$ cat config.mk
export PLATFORM = sky130hd
export DESIGN_NAME = mqt_row_update
export DESIGN_NICKNAME = d
export VERILOG_FILES = /design/src/hdl/mqt_pkg.sv /design/src/hdl/mqt_row_update.sv
export SDC_FILE = /design/constraint.sdc
export NUM_CORES = 1
export LEC_CHECK = 0
export ABC_AREA = 1
export BUFFER_PORTS_ARGS = -buffer_cell sky130_fd_sc_hd__buf_4
export CAP_MARGIN = 20
export CORE_MARGIN = 2
export CORE_UTILIZATION = 40
export DETAILED_ROUTE_END_ITERATION = 12
export PLACE_DENSITY = 0.65
export SLEW_MARGIN = 20
export SYNTH_ARGS = -nofsm -noshare
export SYNTH_HDL_FRONTEND = slang
export SYNTH_SLANG_ARGS = --single-unit
$ cat constraint.sdc
create_clock -name vclk -period 8.6
set_input_delay 0 -clock vclk [all_inputs]
set_output_delay 0 -clock vclk [all_outputs]
set_load 0.02 [all_outputs]
$ cat src/hdl/mqt_pkg.sv
// shared constants, types and op codes for the majority quorum tracker
package mqt_pkg;

    localparam int SLOTS     = 256;
    localparam int ACCEPTORS = 16;
    localparam int TABLES    = 2;

    localparam int SLOT_W  = $clog2(SLOTS);
    localparam int ID_W    = $clog2(ACCEPTORS);
    localparam int NUM_W   = 5;
    localparam int ADDR_W  = $clog2(TABLES * SLOTS);
    localparam int DEPTH   = TABLES * SLOTS;
    localparam int CNT_W   = $clog2(ACCEPTORS + 1);

    localparam logic [NUM_W-1:0] NUM_ACC_RESET = NUM_W'(3);
    localparam logic [NUM_W-1:0] NUM_ACC_MAX   = NUM_W'(ACCEPTORS);

    localparam logic [1:0] OP_CLEAR = 2'd0;
    localparam logic [1:0] OP_ADD   = 2'd1;
    localparam logic [1:0] OP_QUERY = 2'd2;

    typedef logic [ACCEPTORS-1:0] vote_row_t;

    typedef struct packed {
        logic quorum_reached;
        logic acceptor_present;
    } flags_t;

endpackage

$ cat src/hdl/mqt_row_update.sv
// applies one operation to a vote row and derives the quorum and presence flags
module mqt_row_update
    import mqt_pkg::*;
(
    input  vote_row_t        row_in,
    input  logic [1:0]       op,
    input  logic [ID_W-1:0]  voter_id,
    input  logic [NUM_W-1:0] n_use,
    output vote_row_t        row_out,
    output flags_t           flags
);

    vote_row_t        use_mask;
    vote_row_t        id_bit;
    logic [CNT_W-1:0] vote_cnt;

    assign use_mask = ACCEPTORS'((({{ACCEPTORS{1'b0}}, 1'b1}) << n_use) - 1'b1);
    assign id_bit   = ACCEPTORS'(1) << voter_id;

    always_comb
    begin
        case (op)
            OP_CLEAR: row_out = '0;
            OP_ADD:   row_out = ({1'b0, voter_id} < n_use) ? (row_in | id_bit) : row_in;
            OP_QUERY: row_out = row_in;
            default:  row_out = row_in;
        endcase
    end

    assign vote_cnt               = CNT_W'($countones(row_out & use_mask));
    assign flags.quorum_reached   = ({1'b0, vote_cnt, 1'b0} > (CNT_W + 2)'(n_use));
    assign flags.acceptor_present = row_out[voter_id];

endmodule

==> results summary <==
The flow ran to the end, and the final reports show no timing, DRC or antenna violations. Summed over all cells, the static leakage comes to 1.10 nW. The internal power of the cells totals 81.3 µW.

The residual overflow from global routing is 0. The core area came out at 0.00366 mm². The ratio of final minimum period to clock period came out at 0.630. The number of top-level pins is 45. The analysis attributes to net switching a power of 115 µW.

The total nets after synthesis is 325. The initial antenna violation count came out at 0. Port buffering added 45 buffers. At the end of the flow the core is filled with cells to 0.516. The area of placed instances is 0.00189 mm². The synthesized netlist cell count came out at 275. The final design area excluding fillers is 0.00189 mm². For this run, the top clock speed supported by timing is 0.185 GHz. The number of unique standard cell types used by synthesis is 30. The area added between synthesis and finish is 24.7%. For the pin with the worst max-slew slack, the measured transition is 0.586 ns. The final RePlAce weighted congestion came out at 0.915. The count of warnings emitted by yosys came out at 0. The detailed-route DRC error count came out at 0. After layout, the design draws a total of 197 µW. The min-delay analysis places its worst path in the category primary input to primary output. In the final layout, the share of cells above drive strength 1 is 0.174. The required time at the worst-slack endpoint is 8.60 ns.

The average routed wire per standard cell came out at 12.4 µm. The maximum ir drop on the vdd rail came out at 0.125 mV. The data arrival at the endpoint of the critical path is 5.42 ns.

The wire length of the first global-routing pass came out at 7660 µm. A synthesized cell averages 5.51 µm². The top cell types in the final layout, fill and taps aside, are sky130_fd_sc_hd__nand2_1, sky130_fd_sc_hd__inv_1, sky130_fd_sc_hd__buf_4. The hold violation count in the final report is 0. The worst setup path is launched from a primary input. The placed wire-length estimate after detailed placement is 3970 µm. STA classifies the critical path endpoint as a primary output. The residual antenna-violating net count after detailed routing is 0.

The cell family contributing the most delay on the critical path is adder cells. The number of buffers and inverters on the critical path came out at 6. The number of antenna diodes came out at 0. The final number of setup-violating endpoints is 0. The proportion of power drawn by flip-flops and latches came out at 0.

The number of detailed-route iterations in the first pass came out at 5. The die height came out at 65.5 µm. The part of the power in the clock network came out at 0. The stage delay of the slowest cell on the critical path is 0.54 ns. The switching portion of total power is 0.587. The combinational cell fraction of total power came out at 1.000. The initial standard-cell utilization of the core came out at 0.414. Once the clock tree was built, the resizer swapped 0 gates to a different size. The smallest clock period supported by the final layout is computed as 5.42 ns. Leaving out fill and tap cells, the most frequent cell in the layout is sky130_fd_sc_hd__nand2_1. The number of global-route vias before repair is 1662. Of all nets on the critical path, the largest fanout is 15. The post-CTS setup repair buffer count came out at 0. For this design, the slowest cell found on the critical path is sky130_fd_sc_hd__fa_1. The total die area is 0.00430 mm². The violation count after the first detailed-route iteration came out at 169. Setup repair after global routing left no endpoint under its margin. The total number of placement rows came out at 22. The number of hold buffers added after cts is 0. After routing, the total negative slack on setup checks comes to 0 ns. Across the run, the number of max-cap violations was 0. The total detailed-routing wirelength is 4540 µm. The kind of critical path is primary input to primary output. The area occupied by registers came out at 0 µm². The clock buffer count in the final layout is 0.

Across every metal layer, demand over resource in global routing totals 0.222. The number of pins exceeding their max-slew limit in the final report is 0. The pin count of the biggest net entering global routing is 16.

The die is 65.5 µm wide. For this design the ratio of total power to cell area is 104 mW/mm². The number of sequential cells in the layout came out at 0. The number of vias after detailed routing came out at 1815. The mean number of vias per cell is 4.97. The normalized max-slew margin is 0.608.

The netlist area before placement is 0.00152 mm². The sequential share of the synthesized area came out at 0. After the last flow step, the layout net total stands at 369.
-- power by group through the flow --
stage          Clock, mW  Sequential [mW]  Combinational (mW)
6_report               0                0               0.197
5_1_grt                0                0               0.232
4_1_cts                0                0               0.201
3_5_place_dp           0                0               0.200
3_3_place_gp           0                0               0.198
2_1_floorplan          0                0               0.140
-- routing by layer --
| layer | share of wire | up-vias | global-route usage |
|---|---|---|---|
| li1 | - | 958 | - |
| met1 | 0.47 | 796 | 0.308 |
| met2 | 0.47 | 61 | 0.401 |
| met3 | 0.060 | 0 | 0.00685 |
| met4 | 0 | 0 | 0.0104 |
| met5 | 0 | - | 0 |
-- synthesized netlist by cell type (2+ instances only) --
cell type                   n  area share
sky130_fd_sc_hd__nand4_1    4       0.017
sky130_fd_sc_hd__xnor2_1    3       0.017
sky130_fd_sc_hd__nand3_1   32        0.11
sky130_fd_sc_hd__a21oi_1    9       0.030
sky130_fd_sc_hd__a21boi_0   2      0.0099
sky130_fd_sc_hd__xor2_1     2       0.012
sky130_fd_sc_hd__nand2_1   71        0.18
sky130_fd_sc_hd__o21ai_0   15       0.050
sky130_fd_sc_hd__o21ai_2    2       0.012
sky130_fd_sc_hd__ha_1      13        0.11
sky130_fd_sc_hd__nor2_1    34       0.084
sky130_fd_sc_hd__nand2_2    2      0.0083
sky130_fd_sc_hd__nor3_1     6       0.020
sky130_fd_sc_hd__fa_1      10        0.13
sky130_fd_sc_hd__inv_1     55        0.14
-- cell type report --
cell class                      instances  area, µm²
Fill cell                             400       1770
Multi-Input combinational cell        215       1280
Tap cell                               48       60.1
Inverter                               57        214
Timing Repair Buffer                   45        338
-- cells by family (layout without fill, tap and decap cells) --
logic type | after synthesis | count (layout) | synth area share
AO/OA/AOI/OAI | 33 | 33 | 0.137
XOR/XNOR | 5 | 5 | 0.0289
adder cells (fa/ha/maj) | 23 | 23 | 0.239
buffers and inverters | 60 | 102 | 0.157
AND/OR/NAND/NOR | 154 | 154 | 0.438
-- final timing paths --
kind,startpoint,endpoint,depth (start not counted)
setup / recovery,n_use[2],flags[1],26
hold / removal,row_in[3],row_out[3],4
-- worst min-delay path, delay by kind of cell --
family	cells	cell delay [ns]
simple gates	2	0.15
buf+inv	2	0.24
-- per-stage QoR --
stage | setup WS (ns) | hold slack (ns) | std cells
floorplan | 3.57 | 0.194 | 275
global placement | 3.25 | 0.384 | 365
detailed placement | 3.17 | 0.399 | 365
CTS | 3.16 | 0.401 | 365
global route | 2.84 | 0.428 | 365
finish | 3.18 | 0.383 | 365
No activity file was read; power rests on OpenSTA's default activity.
